===== src/hw/rtl/scs_pkg.sv =====
// ----------------------------------------------------------------------------
// scs_pkg
// Shared types, codes and the ALU function of the 16-bit CPU step block.
// ----------------------------------------------------------------------------
package scs_pkg;

    localparam int MEM_WORDS_DEFAULT = 1024;
    localparam int NUM_REGS          = 8;
    localparam int REG_IDX_W         = 3;

    localparam logic [1:0] ACT_LOAD  = 2'd0;
    localparam logic [1:0] ACT_START = 2'd1;
    localparam logic [1:0] ACT_STEP  = 2'd2;

    localparam logic [5:0] OP_ADD     = 6'd0;
    localparam logic [5:0] OP_SUB     = 6'd1;
    localparam logic [5:0] OP_MUL     = 6'd2;
    localparam logic [5:0] OP_DIV     = 6'd3;
    localparam logic [5:0] OP_EQ      = 6'd4;
    localparam logic [5:0] OP_NE      = 6'd5;
    localparam logic [5:0] OP_LT      = 6'd6;
    localparam logic [5:0] OP_GT      = 6'd7;
    localparam logic [5:0] OP_LE      = 6'd8;
    localparam logic [5:0] OP_GE      = 6'd9;
    localparam logic [5:0] OP_AND     = 6'd10;
    localparam logic [5:0] OP_OR      = 6'd11;
    localparam logic [5:0] OP_XOR     = 6'd12;
    localparam logic [5:0] OP_SHL     = 6'd13;
    localparam logic [5:0] OP_SHR     = 6'd14;
    localparam logic [5:0] OP_LOAD    = 6'd15;
    localparam logic [5:0] OP_STORE   = 6'd16;
    localparam logic [5:0] OP_SYSCALL = 6'd17;

    localparam logic [1:0] IOP_JUMP = 2'd0;
    localparam logic [1:0] IOP_JNZ  = 2'd1;
    localparam logic [1:0] IOP_MOVI = 2'd2;

    typedef struct packed {
        logic [1:0]  action;
        logic [15:0] address;
        logic [15:0] data_word;
    } cmd_t;

    typedef struct packed {
        logic [15:0]          pc;
        logic [15:0]          instruction;
        logic                 halted;
        logic                 reg_write;
        logic [REG_IDX_W-1:0] reg_index;
        logic [15:0]          reg_value;
        logic                 mem_write;
        logic [15:0]          store_address;
        logic [15:0]          store_value;
    } rsp_t;

    typedef struct packed {
        logic        rd_en;
        logic [15:0] rd_addr;
        logic        wr_en;
        logic [15:0] wr_addr;
        logic [15:0] wr_data;
    } wmem_req_t;

    typedef struct packed {
        logic [REG_IDX_W-1:0] ra;
        logic [REG_IDX_W-1:0] rb;
        logic                 we;
        logic [REG_IDX_W-1:0] wa;
        logic [15:0]          wd;
    } rf_req_t;

    // Combinational ALU operations; divide is handled by the iterative divider.
    function automatic logic [15:0] alu_op(input logic [5:0] op, input logic [15:0] a,
                                           input logic [15:0] b);
        logic        sh_ok;
        logic [31:0] prod;
        logic [15:0] res;
        sh_ok = (b[15:4] == 12'd0);
        prod  = {16'd0, a} * {16'd0, b};
        case (op)
            OP_ADD:  res = a + b;
            OP_SUB:  res = a - b;
            OP_MUL:  res = prod[15:0];
            OP_EQ:   res = {15'd0, a == b};
            OP_NE:   res = {15'd0, a != b};
            OP_LT:   res = {15'd0, a < b};
            OP_GT:   res = {15'd0, a > b};
            OP_LE:   res = {15'd0, a <= b};
            OP_GE:   res = {15'd0, a >= b};
            OP_AND:  res = a & b;
            OP_OR:   res = a | b;
            OP_XOR:  res = a ^ b;
            OP_SHL:  res = sh_ok ? (a << b[3:0]) : 16'd0;
            OP_SHR:  res = sh_ok ? (a >> b[3:0]) : 16'd0;
            default: res = 16'd0;
        endcase
        return res;
    endfunction

endpackage


===== src/hw/rtl/scs_divider.sv =====
// ----------------------------------------------------------------------------
// scs_divider
// 16-bit unsigned restoring divider, one quotient bit per cycle.
// A zero divisor yields all ones.
// ----------------------------------------------------------------------------
module scs_divider
    import scs_pkg::*;
(
    input  logic        clk,
    input  logic        rst_n,
    input  logic        start,
    input  logic [15:0] dividend,
    input  logic [15:0] divisor,
    output logic        done,
    output logic [15:0] quotient
);

    localparam logic [4:0] DIV_STEPS = 5'd16;

    logic [4:0]  cnt_reg;
    logic [4:0]  cnt_next;
    logic        done_reg;
    logic        done_next;
    logic [15:0] rem_reg;
    logic [15:0] rem_next;
    logic [15:0] quo_reg;
    logic [15:0] quo_next;
    logic [15:0] dvs_reg;
    logic [15:0] dvs_next;
    logic [16:0] trial;
    logic [16:0] diff;
    logic        ge;

    assign trial = {rem_reg, quo_reg[15]};
    assign diff  = trial - {1'b0, dvs_reg};
    assign ge    = (trial >= {1'b0, dvs_reg});

    always_comb
    begin
        cnt_next  = cnt_reg;
        done_next = 1'b0;
        rem_next  = rem_reg;
        quo_next  = quo_reg;
        dvs_next  = dvs_reg;
        if (start)
        begin
            cnt_next = DIV_STEPS;
            rem_next = 16'd0;
            quo_next = dividend;
            dvs_next = divisor;
        end
        else if (cnt_reg != 5'd0)
        begin
            rem_next  = ge ? diff[15:0] : trial[15:0];
            quo_next  = {quo_reg[14:0], ge};
            cnt_next  = cnt_reg - 5'd1;
            done_next = (cnt_reg == 5'd1);
        end
    end

    always_ff @(posedge clk or negedge rst_n)
    begin
        if (!rst_n)
        begin
            cnt_reg  <= 5'd0;
            done_reg <= 1'b0;
        end
        else
        begin
            cnt_reg  <= cnt_next;
            done_reg <= done_next;
        end
    end

    always_ff @(posedge clk)
    begin
        rem_reg <= rem_next;
        quo_reg <= quo_next;
        dvs_reg <= dvs_next;
    end

    assign done     = done_reg;
    assign quotient = quo_reg;

endmodule


===== config.mk =====
export PLATFORM = sky130hd
export DESIGN_NAME = scs_divider
export DESIGN_NICKNAME = d
export VERILOG_FILES = /design/src/hw/rtl/scs_pkg.sv /design/src/hw/rtl/scs_divider.sv
export SDC_FILE = /design/constraint.sdc
export NUM_CORES = 1
export LEC_CHECK = 0
export BUFFER_PORTS_ARGS = -buffer_cell sky130_fd_sc_hd__buf_2
export CAP_MARGIN = 40
export CORE_MARGIN = 4
export CORE_UTILIZATION = 55
export DETAILED_ROUTE_END_ITERATION = 7
export PLACE_DENSITY = 0.77
export SYNTH_ARGS = -nofsm -noshare
export SYNTH_HDL_FRONTEND = slang
export SYNTH_SLANG_ARGS = --single-unit

===== constraint.sdc =====
create_clock -name clk -period 4.6 [get_ports clk]
set_input_delay 0.69 -clock clk [delete_from_list [all_inputs] [get_ports clk]]
set_output_delay 0.69 -clock clk [all_outputs]
set_load 0.02 [all_outputs]

# After elaboration in Yosys (flattened, before gate mapping)
# Cells that the tools add are included.
# totals
reg_bits	54
mem_bits_rw	0
mem_bits_ro	0
n_memories	0
latchBits	0
# classes
eq_ne	1
n_mul	0
add_sub_neg	2
order_cmp	1
reduce_logical	2
n_shift	0
muxes	7
n_div	0
bitwise_logic	0
# ops
op	count
$mux W16	3
$ge A17 B16 Y1	1
$sub A16 B16 Y16	1
$mux W5	2
$eq A5 B1 Y1 const B	1
$reduce_bool A5 Y1	1
$sub A5 B1 Y5 const B	1
$mux W1	2
$reduce_bool A2 Y1	1

# Logic depth before layout (Yosys ltp)
# logic_depth
depth_word	3
mapped_depth	12
depth_no_buf	10

# Least setup slack after synthesis
# OpenSTA, ideal clock, no wires.
# synth_timing
path_type	flip-flop to flip-flop
start	register quo_reg[15] (netlist: quotient[15])
end	register rem_reg[14]
setup_ps	78
required_time_ps	4522
path_stages_with_launch	11
slack_ps	2352
period_less_slack_ps	2248
arrival_ps	2170
cell_sequence	edfxtp_1 inv_1 ha_1 fa_1 nand2b_1 a21o_1 a21boi_1 o2111ai_1 or3b_2 o311a_1 nor3_1
# synth_between
elab_chain_len	2
# synth_lines
item	line	source
from (decl)	scs_divider.sv:26	logic [15:0] quo_reg;
from (signal assigned)	scs_divider.sv:78	quo_reg <= quo_next;
$sub A16 B16 Y16 / $ge A17 B16 Y1 (equally long branches)	scs_divider.sv:35, scs_divider.sv:36	
$mux W16 *	scs_divider.sv:54	rem_next = ge ? diff[15:0] : trial[15:0];
to (signal assigned)	scs_divider.sv:77	rem_reg <= rem_next;
to (decl)	scs_divider.sv:24	logic [15:0] rem_reg;
# Mark *: on every way between the ends. The rest lies on a longest branch, timed or not.
# A chain may end at the register's enable or synchronous reset.

# Worst setup path in the final report
# layout_timing
start	register dvs_reg[6]
end	register quo_reg[0] (netlist: quotient[0]) (data pin)
# layout_between
elab_chain_len	3
# layout_lines
item	line	source
from (decl)	scs_divider.sv:28	logic [15:0] dvs_reg;
from (signal assigned)	scs_divider.sv:79	dvs_reg <= dvs_next;
$ge A17 B16 Y1	scs_divider.sv:36	assign ge = (trial >= {1'b0, dvs_reg});
$mux W16	scs_divider.sv:52	else if (cnt_reg != 5'd0)
$mux W16	scs_divider.sv:45	if (start)
via quo_next[0]	scs_divider.sv:27	logic [15:0] quo_next;
# The timed path passes the listed nets, and every way through them passes these cells. The select of a mux whose other input is x is not followed.

==> flow_summary_export.csv <==
group,metric,value,unit
timing,period_needed,2.52,ns
timing,final-hold-violation-count,0,
placed_design,port-buffer-count,51,
synthesis,yosys.cell_types.count,53,
route,routed_via_density,5.60,
floorplan,fp.dieH,83.6,um
synthesis,yosysMostFrequentCell,"edfxtp_1",
setup_path,critPathMaxFanout,16,
synthesis,avgSynthCellArea,10.3,um2
setup_path,critPathKind,"flop to flop",
synthesis,synth_top_cell_area_share,0.306,
setup_path,rrSetupSlack,2.08,ns
setup_path,slowest_stage,"mux2_2",
synthesis,synthArstFlopShare,0.111,
setup_path,rr_worst_depth,8,
power_and_ir_drop,ir_worst_vdd,0.000323,V
route,drt_first_pass_iters,4,
clock_network,postCtsHoldBufs,0,
synthesis,synth_edf_count,32,
synthesis,synth_area,3140,um2
worst_hold_path,hp-class,"primary input to asynchronous set/reset pin",
route,wire_per_inst,14.3,um
setup_path,arrival,2.60,ns
synthesis,ys_top_cells_by_count,"edfxtp_1, nor2_1, inv_1, nand2_1, ha_1",
clock_network,clockRootBuffer,"clkbuf_8",
cells_and_area,drive_gt1_frac,0.274,
clock_network,cts_tree,"yes",
setup_path,crit_chain,"inv_1 -> ha_1 -> a21o_1 -> a31oi_2 -> nand2_1 -> o21ai_2 -> nand2_1 -> mux2_2",
global_route,grt_pass1_wl,10800,um
floorplan,rows,27,
route,drt_drc_violations_left,0,
global_route,grt_use_total,0.186,
route,drt-total-wl,6070,um
floorplan,core-area,5510,um2
setup_path,crit-reg2reg-launch,"dvs_reg[6]$_DFFE_PP_",
global_route,grt_pass1_vias,2382,
synthesis,synth-seq-cells,54,
synthesis,netlist_top_cells_area,"edfxtp_1, dfxtp_1, ha_1",
timing,setup_tns,0,ns
floorplan,die_area,6980,um2
placed_design,place.gp.congestion,0.853,
floorplan,initial_core_util,0.570,
cells_and_area,area_growth,12.9,%
route,vias,2367,
timing,finalSetupViolCount,0,
cells_and_area,final_cell_area,3540,um2
route,ant_nets,0,
cells_and_area,diodes,0,
power_and_ir_drop,power_density,598,nW/um2
synthesis,syn-num-nets,359,
clock_network,clkSinkCount,54,
outcome,status,"finished clean",
setup_path,endpoint_kind,"flop",
setup_path,cp.required,4.68,ns
floorplan,ioPinCount,52,
clock_network,cts.clk_slew.worst_paths,0.10,ns
global_route,antenna_found_initial,0,
timing,slew-limit-headroom,0.511,
synthesis,synth_ff_type,"edfxtp_1",
synthesis,ys_seq_area_frac,0.456,
setup_path,r2r_end,"quotient[0]$_DFFE_PP_",
global_route,overflow,0,
placed_design,hpwl,4530,um
clock_network,cts_resized,0,
timing,fmaxAchievable,396,MHz
clock_network,cts_buffers,5,
synthesis,synthCells,304,
timing,slew_viol_final,0,
setup_path,max_stage_delay,0.41,ns
placed_design,dpl_cell_area,3430,um2
global_route,grt_max_degree,40,
timing,fin_skew,0.00947,ns
timing,tightest_slew,0.733,ns
setup_path,cpMostUsedCell,"nand2_1",
clock_network,postCtsSetupBuffers,0,
timing,period_share,0.549,
setup_path,cp_num_buf_inv,1,
synthesis,yosys_warnings,0,
route,drtIter0Drc,135,
setup_path,cp-start-kind,"flop",
setup_path,critical_path.top_delay_family,"compound AO/OA/AOI/OAI gates",
power_and_ir_drop,p_leak,1.55,nW
run,drv_cap,0,
clock_network,htreeDepth,2,
clock_network,clk_path_buf_depth,2,
floorplan,die_w,83.6,um
synthesis,yosysTopAreaCell,"edfxtp_1",
cells_and_area,nFillCells,462,
cells_and_area,fin_nets,405,
timing,rsz0062_at_grt,"false",
clock_network,clock_latency,0.32,ns
[final cells by class]
type                    count  area (um2)  area share
flip-flops and latches     54        1430       0.404
repair buffers             54         282      0.0794
well taps                  72        90.1      0.0254
inverters                  22        82.6      0.0233
clock buffers               5        68.8      0.0194
clock inverters             3        47.5      0.0134
multi-input cells         213        1540       0.435
[cell families after synthesis]
family,Yosys count,synth area share
AOI/OAI and AO/OA,66,0.155
xor gates and xnor gates,13,0.0363
adders and majority gates,20,0.0821
buffers and inverters,37,0.0546
DFF,54,0.456
muxes,16,0.0574
and+or+nand+nor,98,0.159
[power by group]
group,switching (mW),total [mW],internal (mW)
sequential,0.0854,0.738,0.652
combinational,0.615,1.05,0.438
clock,0.164,0.330,0.166
[layer usage]
| metal | wire, um | track usage | vias to the layer above |
|---|---|---|---|
| met3 | 218 | 0.0365 | 8 |
| met4 | 81 | 0.0526 | 0 |
| met2 | 3070 | 0.319 | 39 |
| li1 | - | - | 1190 |
| met5 | 0 | 0 | - |
| met1 | 2700 | 0.239 | 1130 |
[placed cells by master, fill, tap and decap left out, types with 2 or more instances in the layout]
master / count
a211o_1: 2
a211oi_1: 3
a211oi_2: 2
a21o_1: 7
a21oi_1: 18
a21oi_2: 3
a311oi_1: 3
a311oi_2: 2
a31oi_1: 3
buf_2: 51
buf_4: 2
clkbuf_8: 5
dfrtp_1: 6
dfxtp_1: 16
edfxtp_1: 32
ha_1: 19
inv_1: 22
inv_6: 2
mux2_2: 16
nand2_1: 21
nand2b_1: 8
nand3_1: 5
nand4_1: 4
nor2_1: 26
nor3_1: 18
nor4_1: 5
nor4_2: 3
o2111ai_1: 2
o21a_1: 2
o21ai_0: 7
o311a_1: 2
xnor2_1: 10
xor2_1: 3
[worst max-delay path by stage]
stage                           startpoint                  endpoint  slack [ns]  depth (start not counted)
global route          dvs_reg[6]$_DFFE_PP_     quotient[0]$_DFFE_PP_        1.88                          8
floorplan           quotient[15]$_DFFE_PP_  rem_reg[14]$_SDFFE_PP0P_        2.35                         10
global placement      dvs_reg[6]$_DFFE_PP_     quotient[0]$_DFFE_PP_        2.12                          8
finish                dvs_reg[6]$_DFFE_PP_     quotient[0]$_DFFE_PP_        2.08                          8
CTS                   dvs_reg[6]$_DFFE_PP_     quotient[0]$_DFFE_PP_        2.06                          8
detailed placement    dvs_reg[6]$_DFFE_PP_     quotient[0]$_DFFE_PP_        2.06                          8
[per-stage QoR]
| stage | hold slack (ns) | worst slack [ns] | utilization | std cells | power [mW] |
|---|---|---|---|---|---|
| 2_1_floorplan | 0.394 | 2.35 | - | 304 | 1.61 |
| 5_1_grt | 0.168 | 1.88 | 0.644 | 423 | 2.31 |
| 6_report | 0.174 | 2.08 | 0.644 | 423 | 2.12 |
| 4_1_cts | 0.171 | 2.06 | 0.644 | 423 | 2.14 |
| 3_3_place_gp | 0.471 | 2.12 | 0.621 | 414 | 1.77 |
| 3_5_place_dp | 0.494 | 2.06 | 0.623 | 415 | 1.80 |
Power figures use the tool's default switching activity.
