$ cat src/hw/rtl/scs_pkg.sv
// ----------------------------------------------------------------------------
// scs_pkg
// Shared types, codes and the ALU function of the 16-bit CPU step block.
// ----------------------------------------------------------------------------
package scs_pkg;

    localparam int MEM_WORDS_DEFAULT = 1024;
    localparam int NUM_REGS          = 8;
    localparam int REG_IDX_W         = 3;

    localparam logic [1:0] ACT_LOAD  = 2'd0;
    localparam logic [1:0] ACT_START = 2'd1;
    localparam logic [1:0] ACT_STEP  = 2'd2;

    localparam logic [5:0] OP_ADD     = 6'd0;
    localparam logic [5:0] OP_SUB     = 6'd1;
    localparam logic [5:0] OP_MUL     = 6'd2;
    localparam logic [5:0] OP_DIV     = 6'd3;
    localparam logic [5:0] OP_EQ      = 6'd4;
    localparam logic [5:0] OP_NE      = 6'd5;
    localparam logic [5:0] OP_LT      = 6'd6;
    localparam logic [5:0] OP_GT      = 6'd7;
    localparam logic [5:0] OP_LE      = 6'd8;
    localparam logic [5:0] OP_GE      = 6'd9;
    localparam logic [5:0] OP_AND     = 6'd10;
    localparam logic [5:0] OP_OR      = 6'd11;
    localparam logic [5:0] OP_XOR     = 6'd12;
    localparam logic [5:0] OP_SHL     = 6'd13;
    localparam logic [5:0] OP_SHR     = 6'd14;
    localparam logic [5:0] OP_LOAD    = 6'd15;
    localparam logic [5:0] OP_STORE   = 6'd16;
    localparam logic [5:0] OP_SYSCALL = 6'd17;

    localparam logic [1:0] IOP_JUMP = 2'd0;
    localparam logic [1:0] IOP_JNZ  = 2'd1;
    localparam logic [1:0] IOP_MOVI = 2'd2;

    typedef struct packed {
        logic [1:0]  action;
        logic [15:0] address;
        logic [15:0] data_word;
    } cmd_t;

    typedef struct packed {
        logic [15:0]          pc;
        logic [15:0]          instruction;
        logic                 halted;
        logic                 reg_write;
        logic [REG_IDX_W-1:0] reg_index;
        logic [15:0]          reg_value;
        logic                 mem_write;
        logic [15:0]          store_address;
        logic [15:0]          store_value;
    } rsp_t;

    typedef struct packed {
        logic        rd_en;
        logic [15:0] rd_addr;
        logic        wr_en;
        logic [15:0] wr_addr;
        logic [15:0] wr_data;
    } wmem_req_t;

    typedef struct packed {
        logic [REG_IDX_W-1:0] ra;
        logic [REG_IDX_W-1:0] rb;
        logic                 we;
        logic [REG_IDX_W-1:0] wa;
        logic [15:0]          wd;
    } rf_req_t;

    // Combinational ALU operations; divide is handled by the iterative divider.
    function automatic logic [15:0] alu_op(input logic [5:0] op, input logic [15:0] a,
                                           input logic [15:0] b);
        logic        sh_ok;
        logic [31:0] prod;
        logic [15:0] res;
        sh_ok = (b[15:4] == 12'd0);
        prod  = {16'd0, a} * {16'd0, b};
        case (op)
            OP_ADD:  res = a + b;
            OP_SUB:  res = a - b;
            OP_MUL:  res = prod[15:0];
            OP_EQ:   res = {15'd0, a == b};
            OP_NE:   res = {15'd0, a != b};
            OP_LT:   res = {15'd0, a < b};
            OP_GT:   res = {15'd0, a > b};
            OP_LE:   res = {15'd0, a <= b};
            OP_GE:   res = {15'd0, a >= b};
            OP_AND:  res = a & b;
            OP_OR:   res = a | b;
            OP_XOR:  res = a ^ b;
            OP_SHL:  res = sh_ok ? (a << b[3:0]) : 16'd0;
            OP_SHR:  res = sh_ok ? (a >> b[3:0]) : 16'd0;
            default: res = 16'd0;
        endcase
        return res;
    endfunction

endpackage

$ cat src/hw/rtl/scs_reg_file.sv
// ----------------------------------------------------------------------------
// scs_reg_file
// Eight-entry register file, two registered read ports, one write port.
// Entries never written read as zero.
// ----------------------------------------------------------------------------
module scs_reg_file
    import scs_pkg::*;
(
    input  logic        clk,
    input  logic        rst_n,
    input  rf_req_t     req,
    output logic [15:0] rd_a,
    output logic [15:0] rd_b
);

    logic [15:0]         regs [NUM_REGS];
    logic [NUM_REGS-1:0] valid_reg;
    logic [NUM_REGS-1:0] valid_next;
    logic [15:0]         rd_a_reg;
    logic [15:0]         rd_b_reg;

    always_comb
    begin
        valid_next = valid_reg;
        if (req.we)
        begin
            valid_next[req.wa] = 1'b1;
        end
    end

    always_ff @(posedge clk or negedge rst_n)
    begin
        if (!rst_n)
        begin
            valid_reg <= '0;
        end
        else
        begin
            valid_reg <= valid_next;
        end
    end

    always_ff @(posedge clk)
    begin
        if (req.we)
        begin
            regs[req.wa] <= req.wd;
        end
        rd_a_reg <= valid_reg[req.ra] ? regs[req.ra] : 16'd0;
        rd_b_reg <= valid_reg[req.rb] ? regs[req.rb] : 16'd0;
    end

    assign rd_a = rd_a_reg;
    assign rd_b = rd_b_reg;

endmodule

$ cat config.mk
export PLATFORM = sky130hd
export DESIGN_NAME = scs_reg_file
export DESIGN_NICKNAME = d
export VERILOG_FILES = /design/src/hw/rtl/scs_pkg.sv /design/src/hw/rtl/scs_reg_file.sv
export SDC_FILE = /design/constraint.sdc
export NUM_CORES = 1
export LEC_CHECK = 0
export ABC_AREA = 1
export BUFFER_PORTS_ARGS = -buffer_cell sky130_fd_sc_hd__buf_2
export CORE_AREA = 2 2 99 149
export CTS_BUF_LIST = sky130_fd_sc_hd__clkbuf_4
export CTS_CLUSTER_SIZE = 30
export DETAILED_ROUTE_END_ITERATION = 12
export DIE_AREA = 0 0 101 151
export PLACE_DENSITY_LB_ADDON = 0.08
export SLEW_MARGIN = 5
export SYNTH_ARGS = -nofsm -noshare
export SYNTH_HDL_FRONTEND = slang
export SYNTH_SLANG_ARGS = --single-unit
$ cat constraint.sdc
create_clock -name clk -period 1.2 [get_ports clk]
set_input_delay 0.24 -clock clk [delete_from_list [all_inputs] [get_ports clk]]
set_output_delay 0.24 -clock clk [all_outputs]
set_load 0.005 [all_outputs]
# After elaboration in Yosys (flattened, before gate mapping)
# Memories as Yosys holds them, arrays and structs flattened. A register that Yosys moved wholly into a read port is not among the register bits.
# Cells that the tools add are included.
# totals
output_inout_bits	32
register_bits	8
n_memories	1
input_bits	28
mem_bits_rw	128
# mem_list
memory	depth	word_bits	rd	rd_clocked_by_memory_dff	write_ports	line	rtl
regs	8	16	2	2	1	scs_reg_file.sv:16	logic [15:0] regs [NUM_REGS];
# classes
order_cmp	4
bitwise	1
reduce_logical	3
n_mux	8
# op_table
operator	n
3-bit by 4-bit less-than comparator with 1-bit output, second input constant	3
8-bit OR	1
1-bit binary-select mux with 3-bit select	2
1-bit 2-to-1 mux	5
1-bit demux with 3-bit select	1
3-bit by 1-bit greater-or-equal comparator with 1-bit output, second input constant	1
1-bit zero test	2
1-bit logical AND	1

# Logic depth before layout (Yosys ltp)
# Gate-level depths: netlist of the first run.
# depth
word_depth	5
ltp_mapped	10

# Least setup slack after synthesis of the first run
# Ideal clock, no wire load.
# synth_timing
path_kind	input to register
from	input port req[16] (netlist bit)
to	memory regs[0][0], enable pin
slack_ns	-0.311
stages	3
setup_time_ns	0.388
required_ns	0.812
t_arrival_ns	1.123
path_cell_list	inv_1 -> nand2_1 -> nor2_1
# synth_lines
item	line	rtl
start: declaration	scs_reg_file.sv:11	input rf_req_t req,
end: declaration	scs_reg_file.sv:16	
# No word-level cell before the write port.

# Worst setup path after layout of the first run
# layout_timing
from	register rd_b_reg[0], in the netlist rd_b[0], read port of regs
to	output port rd_b[0]
# layout_lines
item	line	rtl
start: declaration	scs_reg_file.sv:20	logic [15:0] rd_b_reg;
end: declaration	scs_reg_file.sv:13	output logic [15:0] rd_b
# No word-level cell between the ends.

==> flow_summary.ini, run 1 <==
[route]
wl_per_cell_microns = 15.99
dr_total_vias = 6874
drtAntennaViolNets = 0
drt-initial-drc-count = 497
via_per_inst = 5.267
drc = 0
first_pass_iters = 5
wl_microns = 20870

[yosys]
synth_seq_cells = 168
synth.cell_area_sq_um = 8267
yosys-top-cells-area = edfxtp_1 46%, nand2_1 22%, nand3_1 8.2%, inv_1 7.8%, dfxtp_1 7.7%
synth_common_cells = 480 x nand2_1, 171 x inv_1, 136 x nand3_1
yosys_warnings = 0
synth_flop_cell = edfxtp_1
async_flop_share_pct = 4.762
synth_edf_count = 128
syn_nets = 1055
seq_area_frac_synth_pct = 56.67
yosys.area.top_type = edfxtp_1
postSynthCellCount = 1027
avgSynthCellArea_sq_um = 8.049
ys_types = 15
synth_top_cell_area_share_pct = 46.50
yosysMostFrequentCell = nand2_1

[critical_path]
path_max_fanout = 1
worstPathArrival_ns = 1.01
cp_slowest_cell = dfxtp_2
end_kind = output port
crit_required_ns = 0.96
cp.depth = 1
crit_start = rd_b[0]$_SDFF_PN0_
r2r_start = valid_reg[4]$_DFFE_PN0P_
start_kind = flop
cpLargestDelayFamily = flip-flops
slowest_delay_ns = 0.35
rrSetupSlack_ns = -0.04
cp-endpoint = rd_b[0]
crit_type = reg2out
r2r_end = rd_a[12]$_SDFF_PN0_
rr_worst_depth = 9
path_cells = buf_6
path_buf_inv = 1

[final_layout]
regArea_sq_um = 4698
finalNonFillerCells = 1305
fillerInstances = 1091
fin_nets = 1154
drive_gt1_share_pct = 21.16
largest_register_ffs = 128
area_delta_synth_final_pct = 20.02
multi_input_area_sq_um = 2790

[clocking]
cts.sinks = 168
cts_max_path_buffers = 2
clkTransAtPathRegs_ns = 0.15
clock-root-buffer = clkbuf_4
clkLatencyLatePin_ns = 0.56
cts.htree.levels = 4
cts_buffers = 17
cts_tree = yes

[floorplanning]
io_pins = 60
start_util_pct = 59.36
dieWidth_microns = 101
core-area_sq_um = 13930
num_rows = 53
die_h_microns = 151
die_area_sq_um = 15250

[outcome]
violations = setup timing
outcome = complete, but fails checks

[timing]
max_slew_margin_pct = 80.86
slew_viol_final = 0
fmax_mhz = 801.8
setup_ws_ns = -0.04725
tightest_slew_ns = 0.2864
setup_viol = 42
hold-worst-slack_ns = 0.06548
fin_crit_ns = 1.247
hold_violations = 0
min_period_over_period_pct = 103.9
worst_clock_skew_ns = 0.02512
rsz0062_at_grt = yes

[global_route]
gr-usage-all-layers_pct = 28.42
grt_pass1_wl_microns = 32400
grt_max_degree = 41
antenna_found_initial = 1
grt_pass1_vias = 6531
grt_overflow = 0

[pwr]
peakVddDrop_mv = 0.7446
leakagePower_nw = 5.000
p_total_mw = 11.62
power_density_nw_per_um2 = 1172

[place]
port_buffers = 59
gp_congestion = 0.8237
placed_cells = 1248
dpl.hpwl_microns = 12720

[run]
drv_cap = 0

[min_path]
hp-class = in2async
[power by group]
part           leakage, nW  switching [mW]  total [mW]  internal, mW
logic                 3.35            1.09        1.83         0.733
clock network        0.147            1.92        3.22          1.30
registers             1.50          0.0653        6.57          6.51
[routing by layer]
layer | GRT usage [%] | vias up | wire length (microns)
li1 | - | 3356 | -
met1 | 35.18 | 3180 | 8009
met2 | 50.00 | 286 | 10900
met3 | 5.168 | 52 | 1446
met4 | 9.527 | 0 | 518
met5 | 0 | - | 0
[worst min-delay path by stage]
| stage | startpoint | end | slack (ns) | depth (start not counted) |
|---|---|---|---|---|
| after floorplan | rst_n | valid_reg[0]$_DFFE_PN0P_ | -0.06 | 0 |
| after detailed placement | rst_n | valid_reg[4]$_DFFE_PN0P_ | 0.09 | 1 |
| after global placement | rst_n | valid_reg[1]$_DFFE_PN0P_ | 0.09 | 1 |
| final | rst_n | valid_reg[4]$_DFFE_PN0P_ | 0.07 | 2 |
| after global routing | rst_n | valid_reg[1]$_DFFE_PN0P_ | 0.02 | 2 |
| after CTS | rst_n | valid_reg[4]$_DFFE_PN0P_ | 0.03 | 2 |
[area by class of cell]
class / count / share of cell area, %
sequential: 168 / 47.35
clock buffer: 20 / 1.513
clock inverter: 12 / 1.286
tap: 165 / 2.081
antenna: 1 / 0.02522
timing repair buffer: 130 / 12.93
multi-input combinational: 632 / 28.12
inverter: 177 / 6.696
[through the flow]
step / worst slack (ns) / util [%] / instance area, sq um / TNS, ns
after floorplan: -0.1091 / - / 8292 / -10.92
after global placement: -0.1155 / 65.39 / 9106 / -5.897
after detailed placement: -0.1407 / 65.39 / 9106 / -6.607
after CTS: -0.07504 / 68.68 / 9564 / -1.523
after global routing: -0.1286 / 71.25 / 9922 / -4.685
final: -0.04725 / 71.25 / 9922 / -0.7972
[cells by family (layout without fill, tap and decap cells)]
group,count (synthesis),after routing,share of synthesized area (%)
DFF,168,168,56.67
buffers and inverters,227,339,12.46
AOI/OAI and AO/OA,8,8,0.4844
and+or+nand+nor,624,624,30.39
other,0,1,0
[what timing repair did]
| item | CTS | global route |
|---|---|---|
| endpoints found under the hold margin | 136 | 0 |
| pin swaps | 1 | 14 |
| setup endpoints to repair | 51 | 64 |
| buffers inserted | 0 | 6 |
| gates cloned | 0 | 1 |
| hold buffers | 17 | 0 |
| gates resized for setup | 12 | 106 |
[placed cells by master, fill, tap and decap left out, drive strengths merged]
master and n:
bufinv 2, inv 177, nand2 480, o21ai 8, nor2 8, dfrtp 8
buf 112, nand3 136, dfxtp 32, clkinvlp 3, edfxtp 128, diode 1
dlygate4sd3 17, clkbuf 21, clkinv 7
Power figures use the tool's default switching activity.
==> inputs of run 2 (changes only) <==
- CORE_AREA: 2 2 99 149 -> 2 2 129 194
- DIE_AREA: 0 0 101 151 -> 0 0 131 196
- clock period: 1.2 -> 1 ns (I/O delays scaled with it)
==> run 2 against run 1 <==
  * The flow still finishes with violations (setup timing)
  * Design area increased by 7.4%
  * Power is 21% higher
  * First-iteration DRC count increased by 2.2%
  * Clock skew down 0.0059 ns
  * Global-route usage decreased by 7.7 points
  * Sequential power grew 20%
  * Clock power increased by 15%
  * Via count shrank 0.16%
==> flow_summary.ini, run 2 (synthesis gave the netlist of run 1 again) <==
[critical_path]
crit_type = reg2reg
cp_slowest_cell = dfrtp_1
end_kind = flop
slowest_delay_ns = 0.41
start_kind = flop
worstPathArrival_ns = 1.80
path_max_fanout = 7
rrSetupSlack_ns = -0.30
path_cells = inv_2 > buf_6 > nand2_2 > nand3_2 > nand2_1 > nand2_2 > nand2_4 > buf_12 > nand2_4 > inv_2
crit_required_ns = 1.50

[clocking]
clkTransAtPathRegs_ns = 0.14
clkLatencyLatePin_ns = 0.60
cts_buffers = 17
cts.htree.levels = 4
clock-root-buffer = clkbuf_4
cts_max_path_buffers = 2
cts_tree = yes
cts.sinks = 168

[place]
dpl.hpwl_microns = 16260
dpl_cell_area_sq_um = 9763
port_buffers = 59
gp_congestion = 0.8149
place_ws_ns = -0.2623

[global_route]
gr-usage-all-layers_pct = 20.73
grt_pass1_vias = 6832
grt_pass1_wl_microns = 38730
grt_overflow = 0
antenna_found_initial = 1
grt_max_degree = 32

[pwr]
power_density_nw_per_um2 = 1318
peakVddDrop_mv = 0.6034
leakagePower_nw = 5.262

[timing]
worst_clock_skew_ns = 0.01922
tightest_slew_ns = 0.3981
fmax_mhz = 769.3
setup_ws_ns = -0.2999
setup_viol = 64
hold_violations = 0
min_period_over_period_pct = 130.0
fin_crit_ns = 1.300
rsz0062_at_grt = yes
slew_viol_final = 0
max_slew_margin_pct = 73.37

[final_layout]
largest_register_ffs = 128
stdcell_area_sq_um = 10660
drive_gt1_share_pct = 25.02
final_cell_mix = 434 x nand2_1, 135 x inv_1, 134 x nand3_1
fin_nets = 1190
area_delta_synth_final_pct = 28.91
fillerInstances = 2405
final_common_cell = nand2_1

[route]
wl_microns = 25050
dr_total_vias = 6863
drc = 0
drt-initial-drc-count = 508
first_pass_iters = 5
wl_per_cell_microns = 16.70
via_per_inst = 4.575
drtAntennaViolNets = 0

[floorplanning]
die_h_microns = 196
dieWidth_microns = 131
num_rows = 70
start_util_pct = 34.32
io_pins = 60
die_area_sq_um = 25680
core-area_sq_um = 24090

[run]
drv_cap = 0

[min_path]
hp-class = in2reg

[outcome]
outcome = complete, but fails checks
violations = setup timing
==> run 2: per-stage QoR <==
stage	total power [mW]	instances	util (%)	setup TNS (ns)	hold WS [ns]
floorplan	9.181	1027	-	-0.7541	-0.09559
global placement	10.18	1435	40.54	-28.91	0.06025
detailed placement	10.18	1435	40.54	-30.10	0.06815
CTS	14.11	1501	43.63	-16.20	0.0005647
global route	14.78	1500	44.24	-19.71	0.008274
finish	14.05	1500	44.24	-15.38	0.04421
==> run 2: worst max-delay path: cells and delay by family (launching register included) <==
| family | cells | cell delay, ns |
|---|---|---|
| DFF | 1 | 0.41 |
| and+or+nand+nor | 6 | 0.40 |
| buffers and inverters | 4 | 0.40 |
==> run 2: per-layer routing <==
layer / vias to the layer above / track usage, % / wire length, microns
li1: 3426 / - / -
met1: 3271 / 25.95 / 10620
met2: 142 / 36.15 / 13060
met3: 24 / 3.627 / 954
met4: 0 / 6.068 / 410
met5: - / 0 / 0
==> run 2: where the power goes <==
part           internal (mW)  total [mW]  switching [mW]
combinational           1.01        2.44            1.42
sequential              7.82        7.90          0.0823
clock                   1.22        3.71            2.50
total                   10.0        14.0            4.00
==> run 2: final timing paths <==
kind | from | to | cells past startpoint
setup / recovery | valid_reg[1]$_DFFE_PN0P_ | rd_b[3]$_SDFF_PN0_ | 10
hold / removal | req[18] | valid_reg[5]$_DFFE_PN0P_ | 4
setup reg to reg | valid_reg[1]$_DFFE_PN0P_ | rd_b[3]$_SDFF_PN0_ | 10
hold reg to reg | valid_reg[5]$_DFFE_PN0P_ | valid_reg[5]$_DFFE_PN0P_ | 3
max in group asynchronous | rst_n | valid_reg[2]$_DFFE_PN0P_ | 3
min in group asynchronous | rst_n | valid_reg[0]$_DFFE_PN0P_ | 3
==> run 2: cell type report <==
| type | instances | area (sq um) | share of cell area, % |
|---|---|---|---|
| diodes | 1 | 2.502 | 0.02348 |
| clock buffers | 18 | 135.1 | 1.268 |
| clock inverters | 14 | 110.1 | 1.033 |
| inverters | 177 | 671.9 | 6.305 |
| multi-input cells | 632 | 2892 | 27.13 |
| flip-flops and latches | 168 | 4708 | 44.18 |
| well taps | 324 | 405.4 | 3.804 |
| repair buffers | 166 | 1732 | 16.25 |
==> run 2: timing repair <==
item / 4_1_cts / 5_1_grt
gates cloned: 2 / 0
setup buffers: 13 / 2
gates resized for setup: 76 / 60
endpoints found under the setup margin: 64 / 66
hold endpoints to repair: 138 / 0
hold buffers: 19 / 0
pin swaps: 3 / 4
