==> config.mk <==
export PLATFORM = sky130hd
export DESIGN_NAME = scs_addr_wrap
export DESIGN_NICKNAME = d
export VERILOG_FILES = /design/src/hw/rtl/scs_pkg.sv /design/src/hw/rtl/scs_addr_wrap.sv
export SDC_FILE = /design/constraint.sdc
export NUM_CORES = 1
export LEC_CHECK = 0
export ABC_AREA = 1
export BUFFER_PORTS_ARGS = -buffer_cell sky130_fd_sc_hd__buf_4
export CAP_MARGIN = 20
export CORE_AREA = 2 2 39 41
export DETAILED_ROUTE_END_ITERATION = 16
export DIE_AREA = 0 0 41 43
export HOLD_SLACK_MARGIN = 0.1
export SYNTH_ARGS = -nofsm -noshare
export SYNTH_HDL_FRONTEND = slang
export SYNTH_SLANG_ARGS = --single-unit
export TNS_END_PERCENT = 20
==> constraint.sdc <==
create_clock -name clk -period 0.8 [get_ports clk]
set_clock_uncertainty 0.05 [all_clocks]
set_input_delay 0.16 -clock clk [delete_from_list [all_inputs] [get_ports clk]]
set_output_delay 0.16 -clock clk [all_outputs]
set_load 0.01 [all_outputs]
==> src/hw/rtl/scs_pkg.sv <==
// ----------------------------------------------------------------------------
// scs_pkg
// Shared types, codes and the ALU function of the 16-bit CPU step block.
// ----------------------------------------------------------------------------
package scs_pkg;

    localparam int MEM_WORDS_DEFAULT = 1024;
    localparam int NUM_REGS          = 8;
    localparam int REG_IDX_W         = 3;

    localparam logic [1:0] ACT_LOAD  = 2'd0;
    localparam logic [1:0] ACT_START = 2'd1;
    localparam logic [1:0] ACT_STEP  = 2'd2;

    localparam logic [5:0] OP_ADD     = 6'd0;
    localparam logic [5:0] OP_SUB     = 6'd1;
    localparam logic [5:0] OP_MUL     = 6'd2;
    localparam logic [5:0] OP_DIV     = 6'd3;
    localparam logic [5:0] OP_EQ      = 6'd4;
    localparam logic [5:0] OP_NE      = 6'd5;
    localparam logic [5:0] OP_LT      = 6'd6;
    localparam logic [5:0] OP_GT      = 6'd7;
    localparam logic [5:0] OP_LE      = 6'd8;
    localparam logic [5:0] OP_GE      = 6'd9;
    localparam logic [5:0] OP_AND     = 6'd10;
    localparam logic [5:0] OP_OR      = 6'd11;
    localparam logic [5:0] OP_XOR     = 6'd12;
    localparam logic [5:0] OP_SHL     = 6'd13;
    localparam logic [5:0] OP_SHR     = 6'd14;
    localparam logic [5:0] OP_LOAD    = 6'd15;
    localparam logic [5:0] OP_STORE   = 6'd16;
    localparam logic [5:0] OP_SYSCALL = 6'd17;

    localparam logic [1:0] IOP_JUMP = 2'd0;
    localparam logic [1:0] IOP_JNZ  = 2'd1;
    localparam logic [1:0] IOP_MOVI = 2'd2;

    typedef struct packed {
        logic [1:0]  action;
        logic [15:0] address;
        logic [15:0] data_word;
    } cmd_t;

    typedef struct packed {
        logic [15:0]          pc;
        logic [15:0]          instruction;
        logic                 halted;
        logic                 reg_write;
        logic [REG_IDX_W-1:0] reg_index;
        logic [15:0]          reg_value;
        logic                 mem_write;
        logic [15:0]          store_address;
        logic [15:0]          store_value;
    } rsp_t;

    typedef struct packed {
        logic        rd_en;
        logic [15:0] rd_addr;
        logic        wr_en;
        logic [15:0] wr_addr;
        logic [15:0] wr_data;
    } wmem_req_t;

    typedef struct packed {
        logic [REG_IDX_W-1:0] ra;
        logic [REG_IDX_W-1:0] rb;
        logic                 we;
        logic [REG_IDX_W-1:0] wa;
        logic [15:0]          wd;
    } rf_req_t;

    // Combinational ALU operations; divide is handled by the iterative divider.
    function automatic logic [15:0] alu_op(input logic [5:0] op, input logic [15:0] a,
                                           input logic [15:0] b);
        logic        sh_ok;
        logic [31:0] prod;
        logic [15:0] res;
        sh_ok = (b[15:4] == 12'd0);
        prod  = {16'd0, a} * {16'd0, b};
        case (op)
            OP_ADD:  res = a + b;
            OP_SUB:  res = a - b;
            OP_MUL:  res = prod[15:0];
            OP_EQ:   res = {15'd0, a == b};
            OP_NE:   res = {15'd0, a != b};
            OP_LT:   res = {15'd0, a < b};
            OP_GT:   res = {15'd0, a > b};
            OP_LE:   res = {15'd0, a <= b};
            OP_GE:   res = {15'd0, a >= b};
            OP_AND:  res = a & b;
            OP_OR:   res = a | b;
            OP_XOR:  res = a ^ b;
            OP_SHL:  res = sh_ok ? (a << b[3:0]) : 16'd0;
            OP_SHR:  res = sh_ok ? (a >> b[3:0]) : 16'd0;
            default: res = 16'd0;
        endcase
        return res;
    endfunction

endpackage

==> src/hw/rtl/scs_addr_wrap.sv <==
// ----------------------------------------------------------------------------
// scs_addr_wrap
// Reduces a 16-bit address modulo MEM_WORDS in two steps: a registered
// reciprocal-multiply quotient, then a multiply-subtract for the remainder.
// ----------------------------------------------------------------------------
module scs_addr_wrap
    import scs_pkg::*;
#(
    parameter int MEM_WORDS = MEM_WORDS_DEFAULT
)
(
    input  logic        clk,
    input  logic [15:0] addr_in,
    output logic [15:0] addr_out
);

    // floor(2^32 / M) + 1 gives an exact quotient for any 16-bit input
    localparam logic [32:0] RECIP = 33'(((64'd1 << 32) / MEM_WORDS) + 1);
    localparam logic [16:0] MW    = 17'(MEM_WORDS);

    logic [48:0] prod;
    logic [15:0] quo_next;
    logic [15:0] quo_reg;
    logic [15:0] addr_reg;
    logic [32:0] qm;

    assign prod     = {33'd0, addr_in} * {16'd0, RECIP};
    assign quo_next = prod[47:32];

    always_ff @(posedge clk)
    begin
        quo_reg  <= quo_next;
        addr_reg <= addr_in;
    end

    assign qm       = {17'd0, quo_reg} * {16'd0, MW};
    assign addr_out = addr_reg - qm[15:0];

endmodule

[Yosys cells after proc, flatten, opt, wreduce, memory -nomap -nowiden]
Cells that the tools add are included.
Storage, ports and cells
  output and inout bits: 16
  flip-flop bits (word level): 22
  input bits: 17
  word-level logic and storage cells: 4
Operators by class
  multiply operators: 1
  add/sub/neg operators: 1
Operator list (number)
  $mul 16x23->38 const B: 1
  $sub 16x16->16: 1

[Longest topological paths before layout]
Gate-level depths: netlist of run 1.
  word-level depth: 1
  gate-level depth with buffers: 1
  depth with buffers taken out: 0

[Worst setup path after synthesis of run 1]
Ideal clock, no wire load.
  path kind: register -> output
  start point: register addr_reg[0]
  end point: output addr_out[0]
  data arrival time: 0.331 ns
  slack: 0.259 ns
  data required time: 0.590 ns
  path buffers: 0
  stages on the path, launching flop included: 1
  cell sequence: dfxtp_1
Between the ends
  longest elaborated chain between the ends: 1
RTL lines
  start: declaration: RTL line scs_addr_wrap.sv:24  | logic [15:0] addr_reg;
  start signal: assignment: RTL line scs_addr_wrap.sv:33  | addr_reg <= addr_in;
  $sub 16x16->16: RTL line scs_addr_wrap.sv:37  | assign addr_out = addr_reg - qm[15:0];
  end: declaration: RTL line scs_addr_wrap.sv:14  | output logic [15:0] addr_out
Every way passes these cells.

[Worst setup path in the final report of run 1]
  start point: register addr_reg[2]
  end point: output addr_out[2]
The elaborated chain is that of the path after synthesis.

==> flow_metrics.tcl, run 1 <==
set metrics [dict create \
    h-tree-depth 1 \
    finalSetupViolations 10 \
    core_area_sq_mm 0.001384 \
    synth_area_leader_cell "dfxtp_1" \
    final_cells 65 \
    post-route-min-period_ns 0.8838 \
    highest_layer "met3" \
    place_inst 52 \
    netlist.area_leader.share_pct 80.40 \
    io_buffers 20 \
    timing.final.crit_share_pct 110.5 \
    largest_reg_flops 10 \
    post-route-util_pct 40.87 \
    drive_gt1_share_pct 67.35 \
    ys_seq_area_share_pct 80.40 \
    slew_violations 0 \
    avgSynthCellArea_sq_um 14.65 \
    drtIter0Drc 2 \
    wl_met3_um 39 \
    status "finished with violations" \
    ys_ff_latch 10 \
    cp-start-kind "flip-flop" \
    critPathMaxStageDelay_ns 0.32 \
    antenna_found_initial 0 \
    vias_per_cell 3.262 \
    ir_drop_v 0.0005827 \
    ant_nets 0 \
    row_count 14 \
    cts_tree "done" \
    path_clk_slew_ns 0.06 \
    pin_count 33 \
    nets 68 \
    grt_pass1_vias 207 \
    p_leak_nw 0.2680 \
    criticalPathCategory "reg -> out" \
    wl_met1_um 136 \
    cp_cell_sequence "buf_6" \
    die_w_um 41 \
    dr_wl_met2_um 324 \
    hold_viol 0 \
    holdCritPathClass "in -> reg" \
    violations "negative setup slack" \
    final_cell_mix "10 x dfxtp_2, 10 x dlygate4sd3_1, 10 x buf_4, 10 x buf_6, 6 x conb_1" \
    fmax_mhz 1131 \
    synth_area_leaders "dfxtp_1 80%, buf_4 18%, conb_1 1.5%" \
    cts_buffers 3 \
    grt_pass1_wl_um 765 \
    start_util_pct 17.99 \
    crit_fanout 1 \
    netlist_area_sq_um 249.0 \
    syn2layout_area_growth_pct 127.1 \
    place_congestion 0.4916 \
    grt.total_usage_pct 7.150 \
    cp_slowest_cell "dfxtp_2" \
    critPathBufInv 1 \
    maxCapViolCount 0 \
    die_area_sq_mm 0.001763 \
    netlist_instances 17 \
    drc 0 \
    routed_wl_um 501 \
    crit_family "flip-flops" \
    die-height_um 43 \
    vias 212 \
    ys_types 3 \
    cts-root-buf "clkbuf_4" \
    grt_overflow_total 0 \
    cp-end-kind "output port" \
    power.density_mw_per_mm2 1784 \
    setup_ws_ns -0.08384 \
    clkSinkCount 10 \
    diodes 0 \
    rsz0062_at_grt "true" \
    required_ns 0.59 \
    grt_max_degree 6 \
    clock_path_buffers 2 \
    wl_per_cell_um 7.708 \
    firstDrtPassIters 2 \
    num-fill-cells 144 \
    synth_warnings 0 \
    arrival_ns 0.67 \
]
report_power, final:
group          switching, mW  total [mW]  internal, mW
logic                 0.0475       0.156         0.108
registers             0.0117       0.542         0.531
clock network          0.139       0.311         0.172
total                  0.198        1.01         0.811
metrics by stage:
stage          hold WS (ns)  setup slack [ns]  area [sq um]  power (mW)  setup TNS, ns
2_1_floorplan        0.1377            0.2592         267.8      0.5912              0
5_1_grt              0.4882           -0.1186         565.5       1.070         -1.109
3_5_place_dp         0.2156            0.1741         392.9      0.6451              0
4_1_cts              0.4917          -0.09304         563.0       1.022        -0.8874
3_3_place_gp         0.2148            0.1795         392.9      0.6429              0
6_report             0.5050          -0.08384         565.5       1.009        -0.7985
per-layer routing:
metal  global-route usage, %  up-vias
met4                   4.000        0
li1                        -      103
met5                       0        -
met2                   13.13       10
met3                   4.712        0
met1                   4.545       99
Yosys cell counts:
library cell  number
dfxtp_1           10
conb_1             1
buf_4              6
cell families after synthesis:
group | after synthesis | share of synthesized area, %
buffers and inverters | 6 | 18.09
DFF | 10 | 80.40
other | 1 | 1.506
timing repair:
action / in CTS / in global routing
buffers inserted: 0 / 0
endpoints found under the hold margin: 10 / 0
pin swaps: 0 / 0
hold buffers: 10 / 0
setup endpoints to repair: 10 / 10
gates resized for setup: 18 / 2
layout make-up:
cell class	count	area, sq um	area share, %
Multi-Input combinational cell	6	22.52	3.982
Clock buffer	3	22.52	3.982
Timing Repair Buffer	30	287.8	50.88
Sequential cell	10	212.7	37.61
Tap cell	16	20.02	3.540
final timing paths:
kind | from | endpoint | slack [ns] | cells after the start
max | addr_reg[2] | addr_out[2] | -0.08 | 1
min | addr_in[9] | addr_reg[9] | 0.51 | 2
Note: power is estimated with default switching activity, not from simulation.
==> run 2, diff against run 1 <==
==> constraint.sdc (replaced) <==
create_clock -name clk -period 0.8 [get_ports clk]
set_clock_uncertainty 0.05 [all_clocks]
set_input_delay 0.16 -clock clk [delete_from_list [all_inputs] [get_ports clk]]
set_output_delay 0.16 -clock clk [all_outputs]
set_load 0.05 [all_outputs]
==> flow_metrics.tcl, run 2 (synthesis gave the netlist of run 1 again) <==
set metrics [dict create \
    crit_family "flip-flops" \
    vias 212 \
    clock_path_buffers 2 \
    drc 0 \
    holdCritPathClass "in -> reg" \
    start_util_pct 17.99 \
    cp-start-kind "flip-flop" \
    cp_num_cells 1 \
    place_ws_ns 0.1024 \
    diodes 0 \
    p_leak_nw 0.2790 \
    status "finished with violations" \
    rsz0062_at_grt "true" \
    wl_per_cell_um 7.692 \
    ant_nets 0 \
    critPathMaxStageDelay_ns 0.33 \
    grt.total_usage_pct 7.251 \
    path_clk_slew_ns 0.06 \
    violations "negative setup slack" \
    cp_cell_sequence "buf_8" \
    h-tree-depth 1 \
    drtIter0Drc 2 \
    fin_hold_ws_ns 0.5050 \
    fin_area_sq_um 595.6 \
    place_inst 52 \
    grt_pass1_wl_um 779 \
    firstDrtPassIters 2 \
    maxCapViolCount 0 \
    post_cts_buffers 0 \
    fmax_mhz 1075 \
    criticalPathCategory "reg -> out" \
    crit_fanout 1 \
    setup_ws_ns -0.1302 \
    largest_reg_flops 10 \
    row_count 14 \
    slew_violations 0 \
    drive_gt1_share_pct 67.35 \
    clkSinkCount 10 \
    die_area_sq_mm 0.001763 \
    pin_count 33 \
    hold_viol 0 \
    final_cells 65 \
    cts_buffers 3 \
    place_congestion 0.4916 \
    arrival_ns 0.72 \
    core_area_sq_mm 0.001384 \
    final_cell_mix "10 x dfxtp_2, 10 x dlygate4sd3_1, 10 x buf_4" \
    nets 68 \
    grt_overflow_total 0 \
    power.density_mw_per_mm2 1952 \
    io_buffers 20 \
    finalSetupViolations 10 \
    cts-root-buf "clkbuf_4" \
    routed_wl_um 500 \
    timing.final.crit_share_pct 116.3 \
    dpl-instance-area_sq_um 392.9 \
    cts_tree "done" \
    syn2layout_area_growth_pct 139.2 \
    ir_drop_v 0.0006081 \
    required_ns 0.59 \
    cp_slowest_cell "dfxtp_2" \
    grt_pass1_vias 210 \
    cp-end-kind "output port" \
    startpoint "addr_reg[2]" \
    critPathBufInv 1 \
    antenna_found_initial 0 \
    post-route-min-period_ns 0.9302 \
    die-height_um 43 \
    grt_max_degree 6 \
    vias_per_cell 3.262 \
    die_w_um 41 \
    cp-endpoint "addr_out[2]" \
]
-- run 2: cell counts in the layout (fill, tap and decap cells not counted) --
Identical to the previous run, type by type.
-- run 2: routing by layer --
layer / GRT usage, % / vias to the layer above / part of all wire (%)
met5: 0 / - / 0
met3: 4.712 / 0 / 7.6
li1: - / 103 / -
met2: 13.13 / 10 / 66
met1: 4.870 / 99 / 26
met4: 4.000 / 0 / 0
-- run 2: cell type report --
| class | instances | area (sq um) |
|---|---|---|
| sequential | 10 | 212.7 |
| tap | 16 | 20.02 |
| clock buffer | 3 | 22.52 |
| timing repair buffer | 30 | 317.8 |
| fill | 139 | 788.3 |
| multi-input combinational | 6 | 22.52 |
-- run 2: what timing repair did --
| item | 4_1_cts | 5_1_grt |
|---|---|---|
| hold buffers | 10 | 0 |
| resized for setup | 23 | 5 |
| endpoints found under the setup margin | 10 | 10 |
| cloned | 0 | 0 |
| hold endpoints to repair | 10 | 0 |
-- run 2: worst min path at each step --
stage	cells past startpoint	endpoint	slack (ns)	start
CTS	2	addr_reg[0]	0.49	addr_in[0]
global placement	1	addr_reg[4]	0.21	addr_in[4]
detailed placement	1	addr_reg[5]	0.22	addr_in[5]
global route	2	addr_reg[0]	0.49	addr_in[0]
floorplan	0	addr_reg[0]	0.14	addr_in[0]
finish	2	addr_reg[9]	0.51	addr_in[9]
-- run 2: where the power goes --
group,leakage [nW],total [mW],switching [mW],internal [mW]
clock,0.0138,0.312,0.140,0.172
sequential,0.0844,0.546,0.0155,0.531
combinational,0.181,0.305,0.177,0.128
total,0.279,1.16,0.332,0.830
-- run 2: per-stage QoR --
stage	util (%)	total power, mW	setup TNS [ns]
after global placement	28.39	0.7747	0
after CTS	41.68	1.164	-1.348
after global routing	43.04	1.223	-1.584
after detailed placement	28.39	0.7769	0
after floorplan	-	0.7220	0
final	43.04	1.163	-1.251
==> run 3, diff against run 2 <==
--- a/config.mk
+++ b/config.mk
@@ -9,6 +9,7 @@
 export BUFFER_PORTS_ARGS = -buffer_cell sky130_fd_sc_hd__buf_4
 export CAP_MARGIN = 20
 export CORE_AREA = 2 2 39 41
+export CTS_BUF_LIST = sky130_fd_sc_hd__clkbuf_16
 export DETAILED_ROUTE_END_ITERATION = 16
 export DIE_AREA = 0 0 41 43
 export HOLD_SLACK_MARGIN = 0.1
==> flow_metrics.tcl, run 3 (synthesis gave the netlist of run 1 again) <==
set metrics [dict create \
    status "finished with violations" \
    violations "negative setup slack" \
    maxCapViolCount 0 \
    power.density_mw_per_mm2 2623 \
    cts_tree "done" \
    firstDrtPassIters 1 \
    grt_max_degree 6 \
    crit_fanout 1 \
    ir_drop_v 0.001222 \
    die_area_sq_mm 0.001763 \
    setup_ws_ns -0.1009 \
    largest_reg_flops 10 \
    place_congestion 0.4916 \
    post-route-min-period_ns 0.9009 \
    grt_pass1_vias 225 \
    drtIter0Drc 0 \
    drive_gt1_share_pct 67.35 \
    grt.total_usage_pct 7.654 \
    slew_violations 0 \
    post-route-util_pct 46.29 \
    io_buffers 20 \
    clkSinkCount 10 \
    hold_viol 0 \
    final_cell_mix "10 x dfxtp_2, 10 x dlygate4sd3_1, 10 x buf_4" \
    clock_power_share_pct 49.5 \
    cts-root-buf "clkbuf_16" \
    switching_share_pct 22.56 \
    vias 209 \
    timing.final.crit_share_pct 112.6 \
    critPathMaxStageDelay_ns 0.32 \
    clock_path_buffers 2 \
    combPwrFrac_pct 17.9 \
    nets 68 \
    cp_slowest_cell "dfxtp_2" \
    holdCritPathClass "in -> reg" \
    p_leak_nw 0.2994 \
    criticalPathCategory "reg -> out" \
    syn2layout_area_growth_pct 157.3 \
    required_ns 0.59 \
    wl_per_cell_um 7.785 \
    diodes 0 \
    routed_wl_um 506 \
    die-height_um 43 \
    pin_count 33 \
    total_power_mw 1.681 \
    vias_per_cell 3.215 \
    cp-end-kind "output port" \
    internal_power_mw 1.302 \
    p_sw_uw 379.1 \
    seq_power_share_pct 32.6 \
    grt_overflow_total 0 \
    path_clk_slew_ns 0.04 \
    fmax_mhz 1110 \
    post_cts_buffers 0 \
    rsz0062_at_grt "true" \
    row_count 14 \
    fin_tns_setup_ns -0.9711 \
    die_w_um 41 \
    drc 0 \
    crit_family "flip-flops" \
    cp_cell_sequence "buf_6" \
    cp-start-kind "flip-flop" \
    core_area_sq_mm 0.001384 \
    h-tree-depth 1 \
    arrival_ns 0.69 \
    critPathBufInv 1 \
    grt_pass1_wl_um 814 \
    cts_buffers 3 \
    antenna_found_initial 0 \
    ant_nets 0 \
    start_util_pct 17.99 \
    finalSetupViolations 10 \
]
## run 3: cell counts in the layout (fill, tap and decap cells not counted)
No cell type changed its count.
## run 3: stage by stage
step | hold slack (ns) | instance area, sq um | worst slack (ns) | cells
2_1_floorplan | 0.1377 | 267.8 | 0.002671 | 22
4_1_cts | 0.5206 | 625.6 | -0.1082 | 65
6_report | 0.5299 | 640.6 | -0.1009 | 65
3_3_place_gp | 0.2148 | 392.9 | 0.1122 | 52
5_1_grt | 0.5255 | 640.6 | -0.1215 | 65
3_5_place_dp | 0.2156 | 392.9 | 0.1024 | 52
## run 3: timing repair
| item | 4_1_cts | 5_1_grt |
|---|---|---|
| gates resized for setup | 22 | 4 |
| endpoints found under the hold margin | 10 | 0 |
| hold buffers | 10 | 0 |
| setup endpoints to repair | 10 | 10 |
## run 3: layout make-up
type,count,area (sq um)
flip-flops and latches,10,212.7
clock buffers,3,75.07
well taps,16,20.02
fillers,135,743.2
repair buffers,30,310.3
multi-input cells,6,22.52
## run 3: layer usage
metal / GRT usage, % / part of all wire (%) / up-vias / wire (um)
met2: 13.13 / 64 / 10 / 324
li1: - / - / 102 / -
met5: 0 / 0 / - / 0
met1: 5.195 / 28 / 97 / 142
met4: 6.000 / 0 / 0 / 0
met3: 4.712 / 7.5 / 0 / 38
## run 3: final timing paths
path	startpoint	end	slack (ns)	cells after the start
min	addr_in[0]	addr_reg[0]	0.53	2
max	addr_reg[7]	addr_out[7]	-0.10	1
## run 3: power by group through the flow
stage                     Sequential, mW  Clock (mW)  Combinational [mW]
after floorplan                    0.638           0              0.0839
after global placement             0.542           0               0.232
after detailed placement           0.543           0               0.233
after CTS                          0.547       0.847               0.293
after global routing               0.550       0.886               0.314
final                              0.548       0.831               0.301
